[config.mk]
export PLATFORM = sky130hd
export DESIGN_NAME = lfu_cache_policy_flat
export DESIGN_NICKNAME = d
export VERILOG_FILES = /design/src/design/lcp_pkg.sv /design/src/design/lcp_req_if.sv /design/src/design/lcp_rsp_if.sv /design/src/design/lcp_ctrl.sv /design/src/design/lcp_dp.sv /design/src/design/lfu_cache_policy.sv /design/src/flat_wrapper.sv
export VERILOG_INCLUDE_DIRS = /design/src /design/src/design
export SDC_FILE = /design/constraint.sdc
export NUM_CORES = 2
export LEC_CHECK = 0
export ABC_AREA = 1
export BUFFER_PORTS_ARGS = -buffer_cell sky130_fd_sc_hd__buf_2
export CAP_MARGIN = 20
export CORE_MARGIN = 2
export CORE_UTILIZATION = 30
export DETAILED_ROUTE_END_ITERATION = 7
export GPL_TIMING_DRIVEN = 0
export PLACE_DENSITY_LB_ADDON = 0.1
export SYNTH_ARGS = -nofsm -noshare
export SYNTH_HDL_FRONTEND = slang
export SYNTH_HIERARCHICAL = 1
export SYNTH_SLANG_ARGS = --single-unit
[constraint.sdc]
create_clock -name clk -period 17 [get_ports clk]
set_input_delay 3.4 -clock clk [delete_from_list [all_inputs] [get_ports clk]]
set_output_delay 3.4 -clock clk [all_outputs]
set_load 0.005 [all_outputs]
[src/design/lfu_cache_policy_defines.svh]
// assertion helpers used by the cache policy datapath
`ifndef LFU_CACHE_POLICY_DEFINES_SVH
`define LFU_CACHE_POLICY_DEFINES_SVH

// property that must hold at every clock edge out of reset
`define LCP_ASSERT_ALWAYS(lbl, expr, msg) \
  lbl: assert property (@(posedge clk) disable iff (!rst_n) (expr)) else $error(msg);

// property whose consequent must hold in the cycle after the antecedent
`define LCP_ASSERT_NEXT(lbl, ante, cons, msg) \
  lbl: assert property (@(posedge clk) disable iff (!rst_n) (ante) |=> (cons)) else $error(msg);

`endif

[src/design/lcp_pkg.sv]
package lcp_pkg;

  localparam int KEY_W = 32;
  localparam int VAL_W = 32;
  localparam int CAP_W = 5;
  localparam logic [CAP_W-1:0] CAP_RESET = 5'd16;
  localparam logic signed [VAL_W-1:0] VAL_NONE = -32'sd1;
  localparam logic signed [KEY_W-1:0] KEY_NONE = 32'sd0;

  typedef enum logic [0:0] {
    MODE_GET = 1'b0,
    MODE_PUT = 1'b1
  } mode_t;

  typedef enum logic [2:0] {
    ST_IDLE,
    ST_SCAN,
    ST_DRAIN,
    ST_UPDATE,
    ST_DONE
  } state_t;

  typedef struct packed {
    logic load;
    logic scan;
    logic update;
    logic emit;
  } cmd_t;

  typedef struct packed {
    logic scan_last;
    logic out_free;
  } sts_t;

endpackage

[src/design/lcp_req_if.sv]
interface lcp_req_if;
  import lcp_pkg::*;
  logic                    valid;
  logic                    ready;
  logic                    mode;
  logic signed [KEY_W-1:0] lookup_key;
  logic signed [VAL_W-1:0] store_value;

  modport source (output valid, mode, lookup_key, store_value, input ready);
  modport sink (input valid, mode, lookup_key, store_value, output ready);
endinterface

[src/design/lcp_rsp_if.sv]
interface lcp_rsp_if;
  import lcp_pkg::*;
  logic                    valid;
  logic                    ready;
  logic                    hit;
  logic signed [VAL_W-1:0] read_value;
  logic                    evicted;
  logic signed [KEY_W-1:0] evicted_key;

  modport source (output valid, hit, read_value, evicted, evicted_key, input ready);
  modport sink (input valid, hit, read_value, evicted, evicted_key, output ready);
endinterface

[src/design/lcp_ctrl.sv]
module lcp_ctrl
  import lcp_pkg::*;
(
  input  logic clk,
  input  logic rst_n,
  input  logic in_valid,
  output logic in_ready,
  input  sts_t sts,
  output cmd_t cmd
);

  state_t state_r, state_nxt;

  always_ff @(posedge clk) begin
    if (!rst_n) begin
      state_r <= ST_IDLE;
    end else begin
      state_r <= state_nxt;
    end
  end

  always_comb begin
    state_nxt = state_r;
    case (state_r)
      ST_IDLE: begin
        if (in_valid) state_nxt = ST_SCAN;
      end
      ST_SCAN: begin
        if (sts.scan_last) state_nxt = ST_DRAIN;
      end
      ST_DRAIN:  state_nxt = ST_UPDATE;
      ST_UPDATE: state_nxt = ST_DONE;
      ST_DONE: begin
        if (sts.out_free) state_nxt = ST_IDLE;
      end
      default:   state_nxt = ST_IDLE;
    endcase
  end

  always_comb begin
    cmd      = '0;
    in_ready = 1'b0;
    case (state_r)
      ST_IDLE: begin
        in_ready = 1'b1;
        cmd.load = in_valid;
      end
      ST_SCAN:   cmd.scan = 1'b1;
      ST_DRAIN:  cmd = '0;
      ST_UPDATE: cmd.update = 1'b1;
      ST_DONE:   cmd.emit = sts.out_free;
      default:   cmd = '0;
    endcase
  end

endmodule

[src/design/lcp_dp.sv]
`include "lfu_cache_policy_defines.svh"

module lcp_dp
  import lcp_pkg::*;
#(
  parameter int ENTRIES    = 16,
  parameter int COUNT_BITS = 16
) (
  input  logic                    clk,
  input  logic                    rst_n,
  input  cmd_t                    cmd,
  output sts_t                    sts,
  input  logic                    cfg_we,
  input  logic [CAP_W-1:0]        cfg_wdata,
  input  logic                    req_mode,
  input  logic signed [KEY_W-1:0] req_key,
  input  logic signed [VAL_W-1:0] req_value,
  output logic                    out_valid,
  input  logic                    out_ready,
  output logic                    out_hit,
  output logic signed [VAL_W-1:0] out_read_value,
  output logic                    out_evicted,
  output logic signed [KEY_W-1:0] out_evicted_key
);

  localparam int IDX_W = (ENTRIES > 1) ? $clog2(ENTRIES) : 1;
  localparam int OCC_W = $clog2(ENTRIES + 1);
  localparam int CMP_W = (OCC_W > CAP_W) ? OCC_W : CAP_W;
  localparam logic [IDX_W-1:0] LAST_IDX = IDX_W'(ENTRIES - 1);
  localparam logic [OCC_W-1:0] OCC_FULL = OCC_W'(ENTRIES);
  localparam logic [COUNT_BITS-1:0] CNT_MAX = '1;
  localparam logic [COUNT_BITS-1:0] CNT_ONE = COUNT_BITS'(1);

  logic [CAP_W-1:0] cap_r;

  // request word
  logic                    mode_r;
  logic signed [KEY_W-1:0] key_r;
  logic signed [VAL_W-1:0] val_r;

  // entry storage
  logic [ENTRIES-1:0]      valid_r;
  logic [IDX_W-1:0]        rank_r [ENTRIES];
  logic [OCC_W-1:0]        occ_r;
  logic [KEY_W-1:0]        key_mem [ENTRIES];
  logic [VAL_W-1:0]        val_mem [ENTRIES];
  logic [COUNT_BITS-1:0]   cnt_mem [ENTRIES];
  logic [KEY_W-1:0]        key_q;
  logic [VAL_W-1:0]        val_q;
  logic [COUNT_BITS-1:0]   cnt_q;

  // scan pipeline
  logic [IDX_W-1:0]        ptr_r;
  logic                    ev_v_r;
  logic [IDX_W-1:0]        ev_idx_r;

  // scan trackers
  logic                    hit_r;
  logic [IDX_W-1:0]        found_r;
  logic [VAL_W-1:0]        found_val_r;
  logic [COUNT_BITS-1:0]   found_cnt_r;
  logic [IDX_W-1:0]        found_rank_r;
  logic                    vic_have_r;
  logic [IDX_W-1:0]        vic_r;
  logic [KEY_W-1:0]        vic_key_r;
  logic [COUNT_BITS-1:0]   vic_cnt_r;
  logic [IDX_W-1:0]        vic_rank_r;
  logic                    free_have_r;
  logic [IDX_W-1:0]        free_r;

  // pending result
  logic                    res_hit_r;
  logic signed [VAL_W-1:0] res_val_r;
  logic                    res_ev_r;
  logic signed [KEY_W-1:0] res_key_r;
  logic                    out_valid_r;

  logic                    e_valid;
  logic [IDX_W-1:0]        e_rank;
  logic                    e_match;
  logic                    e_better;

  logic                    cap_zero;
  logic                    full;
  logic                    do_touch;
  logic                    do_evict;
  logic                    do_ins;
  logic                    act;
  logic [IDX_W-1:0]        tgt;
  logic [IDX_W-1:0]        thr;
  logic [COUNT_BITS-1:0]   cnt_wr;

  always_ff @(posedge clk) begin
    if (!rst_n) begin
      cap_r <= CAP_RESET;
    end else if (cfg_we) begin
      cap_r <= cfg_wdata;
    end
  end

  always_ff @(posedge clk) begin
    if (cmd.load) begin
      mode_r <= req_mode;
      key_r  <= req_key;
      val_r  <= req_value;
    end
  end

  always_ff @(posedge clk) begin
    if (!rst_n) begin
      ptr_r  <= '0;
      ev_v_r <= 1'b0;
    end else begin
      ev_v_r <= cmd.scan;
      if (cmd.load) begin
        ptr_r <= '0;
      end else if (cmd.scan) begin
        ptr_r <= ptr_r + IDX_W'(1);
      end
    end
  end

  always_ff @(posedge clk) begin
    ev_idx_r <= ptr_r;
  end

  assign sts.scan_last = (ptr_r == LAST_IDX);
  assign sts.out_free  = !out_valid_r || out_ready;

  // one entry evaluated per cycle, in the cycle after its read address
  assign e_valid  = ev_v_r && valid_r[ev_idx_r];
  assign e_rank   = rank_r[ev_idx_r];
  assign e_match  = e_valid && (key_q == key_r) && !hit_r;
  assign e_better = e_valid && (!vic_have_r || (cnt_q < vic_cnt_r) ||
                    ((cnt_q == vic_cnt_r) && (e_rank > vic_rank_r)));

  always_ff @(posedge clk) begin
    if (!rst_n) begin
      hit_r       <= 1'b0;
      vic_have_r  <= 1'b0;
      free_have_r <= 1'b0;
    end else if (cmd.load) begin
      hit_r       <= 1'b0;
      vic_have_r  <= 1'b0;
      free_have_r <= 1'b0;
    end else begin
      if (e_match) hit_r <= 1'b1;
      if (e_better) vic_have_r <= 1'b1;
      if (ev_v_r && !valid_r[ev_idx_r] && !free_have_r) free_have_r <= 1'b1;
    end
  end

  always_ff @(posedge clk) begin
    if (e_match) begin
      found_r      <= ev_idx_r;
      found_val_r  <= val_q;
      found_cnt_r  <= cnt_q;
      found_rank_r <= e_rank;
    end
    if (e_better) begin
      vic_r      <= ev_idx_r;
      vic_key_r  <= key_q;
      vic_cnt_r  <= cnt_q;
      vic_rank_r <= e_rank;
    end
    if (ev_v_r && !valid_r[ev_idx_r] && !free_have_r) begin
      free_r <= ev_idx_r;
    end
  end

  // full when occupancy reaches the capacity, which saturates at the entry count
  assign cap_zero = (cap_r == '0);
  assign full     = (CMP_W'(occ_r) >= CMP_W'(cap_r)) || (occ_r == OCC_FULL);
  assign do_touch = cmd.update && hit_r && ((mode_r == MODE_GET) || !cap_zero);
  assign do_evict = cmd.update && (mode_r == MODE_PUT) && !cap_zero && !hit_r && full;
  assign do_ins   = cmd.update && (mode_r == MODE_PUT) && !cap_zero && !hit_r && !full;
  assign act      = do_touch || do_evict || do_ins;

  always_comb begin
    tgt = free_r;
    thr = '0;
    if (do_touch) begin
      tgt = found_r;
      thr = found_rank_r;
    end else if (do_evict) begin
      tgt = vic_r;
      thr = vic_rank_r;
    end
  end

  assign cnt_wr = do_touch ? ((found_cnt_r == CNT_MAX) ? found_cnt_r : found_cnt_r + CNT_ONE)
                           : CNT_ONE;

  always_ff @(posedge clk) begin
    if (do_evict || do_ins) key_mem[tgt] <= key_r;
    if (act && (mode_r == MODE_PUT)) val_mem[tgt] <= val_r;
    if (act) cnt_mem[tgt] <= cnt_wr;
    key_q <= key_mem[ptr_r];
    val_q <= val_mem[ptr_r];
    cnt_q <= cnt_mem[ptr_r];
  end

  // recency lanes: entries newer than the target age by one, all of them on a fresh insert
  for (genvar g = 0; g < ENTRIES; g++) begin : g_lane
    always_ff @(posedge clk) begin
      if (act) begin
        if (tgt == IDX_W'(g)) begin
          rank_r[g] <= '0;
        end else if (valid_r[g] && (do_ins || (rank_r[g] < thr))) begin
          rank_r[g] <= rank_r[g] + IDX_W'(1);
        end
      end
    end
  end

  always_ff @(posedge clk) begin
    if (!rst_n) begin
      valid_r <= '0;
      occ_r   <= '0;
    end else if (act) begin
      valid_r[tgt] <= 1'b1;
      if (do_ins) occ_r <= occ_r + OCC_W'(1);
    end
  end

  always_ff @(posedge clk) begin
    if (cmd.update) begin
      res_hit_r <= hit_r;
      res_val_r <= ((mode_r == MODE_GET) && hit_r) ? found_val_r : VAL_NONE;
      res_ev_r  <= do_evict;
      res_key_r <= do_evict ? vic_key_r : KEY_NONE;
    end
  end

  always_ff @(posedge clk) begin
    if (!rst_n) begin
      out_valid_r <= 1'b0;
    end else if (cmd.emit) begin
      out_valid_r <= 1'b1;
    end else if (out_ready) begin
      out_valid_r <= 1'b0;
    end
  end

  always_ff @(posedge clk) begin
    if (cmd.emit) begin
      out_hit         <= res_hit_r;
      out_read_value  <= res_val_r;
      out_evicted     <= res_ev_r;
      out_evicted_key <= res_key_r;
    end
  end

  assign out_valid = out_valid_r;

  `LCP_ASSERT_ALWAYS(a_occ_count, $countones(valid_r) == occ_r, "occupancy out of step")
  `LCP_ASSERT_ALWAYS(a_occ_max, occ_r <= OCC_FULL, "occupancy above entry count")
  `LCP_ASSERT_NEXT(a_emit, cmd.emit, out_valid_r, "result not presented")
  `LCP_ASSERT_ALWAYS(a_ev_hit, !out_valid_r || !(out_hit && out_evicted), "evict on a hit")

endmodule

[src/design/lfu_cache_policy.sv]
// lfu_cache_policy: fully associative key/value store, least frequently used
// replacement with least recently used tie-break.
// in_req carries one request word (mode get/put, lookup_key, store_value);
// out_rsp returns exactly one result word per request (hit, read_value,
// evicted, evicted_key). both use valid/ready, a word moves when both high.
// cfg_we/cfg_wdata write cache_capacity; write it only while idle.
// one request at a time, in the steps accept, scan of every entry (one entry
// per cycle through the key/value/count memory read port), drain, update,
// and loading of the output register; the next request is accepted only
// after the result is in the output register.
// the output register lets the next request enter while a result waits;
// if out_rsp stays stalled, the finished result after it is held back and
// no third request is accepted.
// reset (rst_n low, synchronous) empties the store and sets capacity to 16,
// with no clearing pass.
module lfu_cache_policy
  import lcp_pkg::*;
#(
  parameter int ENTRIES    = 16,
  parameter int COUNT_BITS = 16
) (
  input  logic             clk,
  input  logic             rst_n,
  lcp_req_if.sink          in_req,
  lcp_rsp_if.source        out_rsp,
  input  logic             cfg_we,
  input  logic [CAP_W-1:0] cfg_wdata
);

  cmd_t cmd;
  sts_t sts;

  lcp_ctrl u_ctrl (
    .clk      (clk),
    .rst_n    (rst_n),
    .in_valid (in_req.valid),
    .in_ready (in_req.ready),
    .sts      (sts),
    .cmd      (cmd)
  );

  lcp_dp #(
    .ENTRIES    (ENTRIES),
    .COUNT_BITS (COUNT_BITS)
  ) u_dp (
    .clk             (clk),
    .rst_n           (rst_n),
    .cmd             (cmd),
    .sts             (sts),
    .cfg_we          (cfg_we),
    .cfg_wdata       (cfg_wdata),
    .req_mode        (in_req.mode),
    .req_key         (in_req.lookup_key),
    .req_value       (in_req.store_value),
    .out_valid       (out_rsp.valid),
    .out_ready       (out_rsp.ready),
    .out_hit         (out_rsp.hit),
    .out_read_value  (out_rsp.read_value),
    .out_evicted     (out_rsp.evicted),
    .out_evicted_key (out_rsp.evicted_key)
  );

endmodule
[src/flat_wrapper.sv]
// flat-port wrapper written by rule: the top's interface ports become plain ports
module lfu_cache_policy_flat import lcp_pkg::*;
#(
  parameter int ENTRIES    = 16,
  parameter int COUNT_BITS = 16
)
  (clk, rst_n, cfg_we, cfg_wdata, in_req_valid, in_req_mode, in_req_lookup_key, in_req_store_value, in_req_ready, out_rsp_valid, out_rsp_hit, out_rsp_read_value, out_rsp_evicted, out_rsp_evicted_key, out_rsp_ready);
  lcp_req_if in_req_i ();
  lcp_rsp_if out_rsp_i ();
  input  logic clk;
  input  logic rst_n;
  input  logic cfg_we;
  input  logic [CAP_W-1:0] cfg_wdata;
  input wire logic [$bits(in_req_i.valid)-1:0] in_req_valid;
  input wire logic [$bits(in_req_i.mode)-1:0] in_req_mode;
  input wire logic [$bits(in_req_i.lookup_key)-1:0] in_req_lookup_key;
  input wire logic [$bits(in_req_i.store_value)-1:0] in_req_store_value;
  output wire logic [$bits(in_req_i.ready)-1:0] in_req_ready;
  output wire logic [$bits(out_rsp_i.valid)-1:0] out_rsp_valid;
  output wire logic [$bits(out_rsp_i.hit)-1:0] out_rsp_hit;
  output wire logic [$bits(out_rsp_i.read_value)-1:0] out_rsp_read_value;
  output wire logic [$bits(out_rsp_i.evicted)-1:0] out_rsp_evicted;
  output wire logic [$bits(out_rsp_i.evicted_key)-1:0] out_rsp_evicted_key;
  input wire logic [$bits(out_rsp_i.ready)-1:0] out_rsp_ready;
  assign in_req_i.valid = in_req_valid;
  assign in_req_i.mode = in_req_mode;
  assign in_req_i.lookup_key = in_req_lookup_key;
  assign in_req_i.store_value = in_req_store_value;
  assign in_req_ready = in_req_i.ready;
  assign out_rsp_valid = out_rsp_i.valid;
  assign out_rsp_hit = out_rsp_i.hit;
  assign out_rsp_read_value = out_rsp_i.read_value;
  assign out_rsp_evicted = out_rsp_i.evicted;
  assign out_rsp_evicted_key = out_rsp_i.evicted_key;
  assign out_rsp_i.ready = out_rsp_ready;
  lfu_cache_policy #(.ENTRIES(ENTRIES), .COUNT_BITS(COUNT_BITS)) u_core (.clk(clk), .rst_n(rst_n), .in_req(in_req_i), .out_rsp(out_rsp_i), .cfg_we(cfg_we), .cfg_wdata(cfg_wdata));
endmodule
### Word level (Yosys, flattened, before mapping)

Memory sizes are Yosys's and may differ from the RTL's. A register that Yosys moved wholly into a read port is not among the register bits.
Index checks and enable logic that the tools add are counted.

* output and inout port bits: 68
* memory bits (writable): 1344
* logic and storage cells: 348
* latch bits: 0
* bits of input ports: 75
* memories kept: 4
* bits in registers: 355
* bits in read-only memories: 0

* $add $sub $neg: 19
* $mul: 0
* divide/modulo/power cells: 0
* bitwise logic cells: 19
* equal/unequal tests: 27
* magnitude comparators: 22
* mux-type cells: 155
* reduce and logical (&&, ||, !) cells: 71
* shift-type cells: 0

Memories
* u_core.u_dp.key_mem: words 16, width 32, read ports 1, clocked after Yosys merged registers in 1, write ports 1, RTL line lcp_dp.sv:45 `logic [KEY_W-1:0] key_mem [ENTRIES];`
* u_core.u_dp.val_mem: words 16, width 32, read ports 1, clocked after Yosys merged registers in 1, write ports 1, RTL line lcp_dp.sv:46 `logic [VAL_W-1:0] val_mem [ENTRIES];`
* u_core.u_dp.cnt_mem: words 16, width 16, read ports 1, clocked after Yosys merged registers in 1, write ports 1, RTL line lcp_dp.sv:47 `logic [COUNT_BITS-1:0] cnt_mem [ENTRIES];`
* u_core.u_dp.rank_r: words 16, width 4, read ports 17, clocked after Yosys merged registers in 1, write ports 16, RTL line lcp_dp.sv:43 `logic [IDX_W-1:0] rank_r [ENTRIES];`

Operators by type and width (number)
* $mux W1: 127
* $mux W4: 20
* $add A4 B1 Y4 const B: 17
* $lt A4 B4 Y1: 16
* $eq A4 B4 Y1 const B: 9
* $logic_and A1 B1 Y1: 33
* $eq A32 B32 Y1: 1
* $mux W16: 2
* $logic_or A1 B1 Y1: 24
* $add A16 B1 Y16 const B: 1
* $eq A16 B16 Y1: 1
* $eq A16 B16 Y1 const B: 1
* $eq A4 B3 Y1 const B: 4
* $lt A16 B16 Y1: 1
* $or A1 B1 Y1: 16
* $or A16 B16 Y16: 1
* $pmux W3 S5: 1
* $lt A4 B5 Y1 const B: 2
* $mux W3: 3
* $eq A4 B2 Y1 const B: 2
* $logic_not A1 Y1: 7
* $eq A3 B2 Y1 const B: 2
* $add A5 B1 Y5 const B: 1
* $eq A5 B5 Y1 const B: 1
* 18 further kinds: 20

### Logic depth before layout (Yosys ltp)

* depth after elaboration: 16
* depth in mapped cells: 18

### Modules after synthesis

Netlist, hierarchy kept.

By module, submodules not included
* lcp_dp: area an instance 70037.2 um^2, cells an instance 5185, times used 1, sequential area each 52140.0 um^2
* lcp_ctrl: area an instance 224.0 um^2, cells an instance 32, times used 1, sequential area each 60.1 um^2

### Worst setup path after synthesis

No wires, ideal clock.

* path kind: in2reg
* start: in in_req_valid
* end: reg u_core.u_dp.ptr_r[2]
* setup slack: 8.174 ns
* stages: 5
* data arrival time: 8.699 ns
* cell sequence: inv_1 nor3_1 or2_2 clkbuf_1 nor3_1

RTL lines
* start, declared: RTL line flat_wrapper.sv:14 `input wire logic [$bits(in_req_i.valid)-1:0] in_req_valid;`
* end signal, assigned: RTL line lcp_dp.sv:118 `ptr_r <= ptr_r + IDX_W'(1);`
* end, declared: RTL line lcp_dp.sv:53 `logic [IDX_W-1:0] ptr_r;`

### Worst setup path in the final report

* start: reg u_core.u_ctrl.state_r[0]
* end: out in_req_ready

* word-level cells in the longest chain between the ends: 2

RTL lines
* start, declared: RTL line lcp_ctrl.sv:12 `state_t state_r, state_nxt;`
* start signal, assigned: RTL line lcp_ctrl.sv:18 `state_r <= state_nxt;`
* $logic_not A3 Y1: RTL line lcp_ctrl.sv:43 `case (state_r)`
* $mux W1: RTL line lcp_ctrl.sv:43
* end, declared: RTL line flat_wrapper.sv:18 `output wire logic [$bits(in_req_i.ready)-1:0] in_req_ready;`

Every way passes these cells.

==> results.yml <==
setup_path:
  crit_required_ps: 13600
  worstSetupPathType: "flip-flop to primary output"
  cp-start-kind: "flip-flop"
  path_max_fanout: 4
  crit_chain: "nor2_2 -> inv_2 -> nor2_1 -> buf_2"
  cp_num_buf_inv: 2
  critPathCaptureType: "primary output"
  cp_slowest_stage_delay_ps: 400
  arrival_ps: 2090
  cpLargestDelayFamily: "simple AND/OR/NAND/NOR gates"
  crit_slowest_cell: "nor2_1"
synth:
  synth-edff-count: 1657
  syn-num-nets: 5369
  syn_area_sq_mm: 0.07026
  ys_seq_area_share_pct: 74.29
  synth_cell_types: 50
  netlist_instances: 5217
  synth_seq_cells: 1779
  async_reset_ff_share_pct: 0
  avgSynthCellArea_sq_um: 13.47
  yosysWarnings: 6
  synth_top_flop_cell: "edfxtp_1"
floorplan:
  die_area_sq_mm: 0.2381
  die_w_um: 487.9
  initial_core_util_pct: 30.19
  die_height_um: 487.9
  core_sq_mm: 0.2328
  ios: 143
  rows: 177
cts:
  cts_tree: "yes"
  htree_levels: 4
  clk_pin_slew_ps: 60
  cts_setup_buffers: 0
  cts_max_path_buffers: 3
  cts_root_buffer: "clkbuf_16"
  holdBufCountCts: 0
  post_cts_resized: 0
  clock_latency_ps: 890
  clock_sinks: 1779
  cts_buffers: 201
sta:
  hold_violations: 0
  worstMarginPinSlew_ps: 1137
  tns_ps: 0
  rsz0062_at_grt: "no"
  period_minus_slack_ps: 5488
  fin_crit_sh_pct: 32.28
  setup_violations: 0
  slew_viol_final: 0
  relSlewSlack_pct: 24.20
  fin_skew_ps: 74.17
  max_freq_ghz: 0.1822
placement:
  portBuffers: 142
  place_area_sq_mm: 0.07670
  finalWeightedCongestion: 0.7841
  dp_hpwl_um: 153700
worst_hold_path:
  worst_hold_path_type: "flip-flop to flip-flop"
grt:
  grt_max_degree: 31
  first_global_vias: 43170
  antenna_found_initial: 21
  grt_pass1_wl_um: 315700
  overflow: 0
  grt.total_usage_pct: 18.38
flow_run:
  max-cap-violations: 0
finish:
  final_cell_area_sq_mm: 0.08347
  layout.nets: 5804
  drive_gt1_share_pct: 12.92
  fin_util_pct: 35.86
  syn_to_final_growth_pct: 18.79
power:
  power.density_mw_per_mm2: 117.3
  p_total_mw: 9.791
  leakagePower_nw: 27.94
  ir_drop_mv: 0.08340
drt:
  viasPerCell: 4.825
  dr_total_vias: 43260
  routedWlPerCell_um: 24.67
  drt_iter0_markers: 3665
  wl_um: 221200
  drtAntennaViolNets: 0
  dr.pass1.iters: 5
  drcViolationCount: 0
outcome:
  status: "complete, no violations"
[kinds of logic after synthesis]
family | Yosys count | synth area share, %
XOR/XNOR | 53 | 0.6607
buffers and inverters | 615 | 3.489
AND/OR/NAND/NOR | 1705 | 10.19
multiplexers | 133 | 1.895
adder cells (fa/ha/maj) | 77 | 1.371
AO/OA/AOI/OAI | 855 | 8.104
flip-flops | 1779 | 74.29
[final cells by class]
cell class	count	area (sq um)
Sequential cell	1779	52200
Timing Repair Buffer	232	2250
Tap cell	3132	3919
Clock inverter	101	1160
Inverter	335	1260
Antenna cell	5	12.51
Clock buffer	279	5554
Buffer	280	1197
Multi-Input combinational cell	2823	15910
Fill cell	22720	149300
[path summary, 6_finish.rpt]
kind	start	endpoint	slack, ps	cells past startpoint
max	u_core/u_ctrl/state_r[0]	in_req_ready	11510	4
min	u_core/u_dp/val_q[11]	u_core/u_dp/found_val_r[11]	390	0
max reg2reg	u_core/u_dp/ev_idx_r[0]	u_core/u_dp/vic_key_r[20]	12320	15
min reg2reg	u_core/u_dp/val_q[11]	u_core/u_dp/found_val_r[11]	390	0
[routing by layer]
layer	GRT usage, %	wire [um]
met4	4.735	4971
met3	2.650	11340
met1	25.74	101200
met2	29.83	103700
met5	0	13
[cells in the mapped netlist (58+ instances only)]
| cell | count | area, sq um |
|---|---|---|
| dfxtp_1 | 122 | 2442 |
| o21ai_0 | 380 | 1902 |
| clkbuf_1 | 191 | 716.9 |
| edfxtp_1 | 1657 | 49760 |
| inv_1 | 325 | 1220 |
| nand2_1 | 460 | 1727 |
| mux2i_1 | 133 | 1331 |
| buf_2 | 58 | 290.3 |
| o221ai_1 | 129 | 1130 |
| a21oi_1 | 77 | 385.4 |
| nand3_1 | 187 | 935.9 |
| nor2_1 | 912 | 3423 |
| o32ai_1 | 195 | 1708 |
| ha_1 | 77 | 963.4 |
[power breakdown]
part	switching [mW]	internal, mW	leakage, nW	total, mW
logic	0.349	0.136	8.75	0.485
clock network	1.85	2.53	3.28	4.39
registers	0.0829	4.84	15.9	4.92
total	2.29	7.50	27.9	9.79
[state kept, by name (all words and copies together), names as in the netlist, 64 cells and up]
name / cells
u_core/u_dp/key_mem: 512
u_core/u_dp/cnt_mem: 256
u_core/u_dp/rank_r: 64
u_core/u_dp/val_mem: 512
[per-stage QoR]
step                      instances  hold WS [ps]  setup slack (ps)
after floorplan                5217         374.1              8174
after global placement         8491         388.6             121.5
after detailed placement       8578         388.7             11330
after CTS                      8958         394.3             11460
after global routing           8962         408.4             11430
final                          8966         394.8             11510
[layout by cell type (no fill, tap or decap), types with 122 or more instances in the layout]
cell type	synthesis	routed
clkbuf_16	0	202
o221ai_1	129	129
mux2i_1	133	133
dfxtp_1	122	122
nand2_1	460	460
clkbuf_1	191	242
nor2_1	912	881
o32ai_1	195	195
edfxtp_1	1657	1657
inv_1	325	325
o21ai_0	380	380
buf_2	58	200
nand3_1	187	187
No activity file was read; power rests on OpenSTA's default activity.
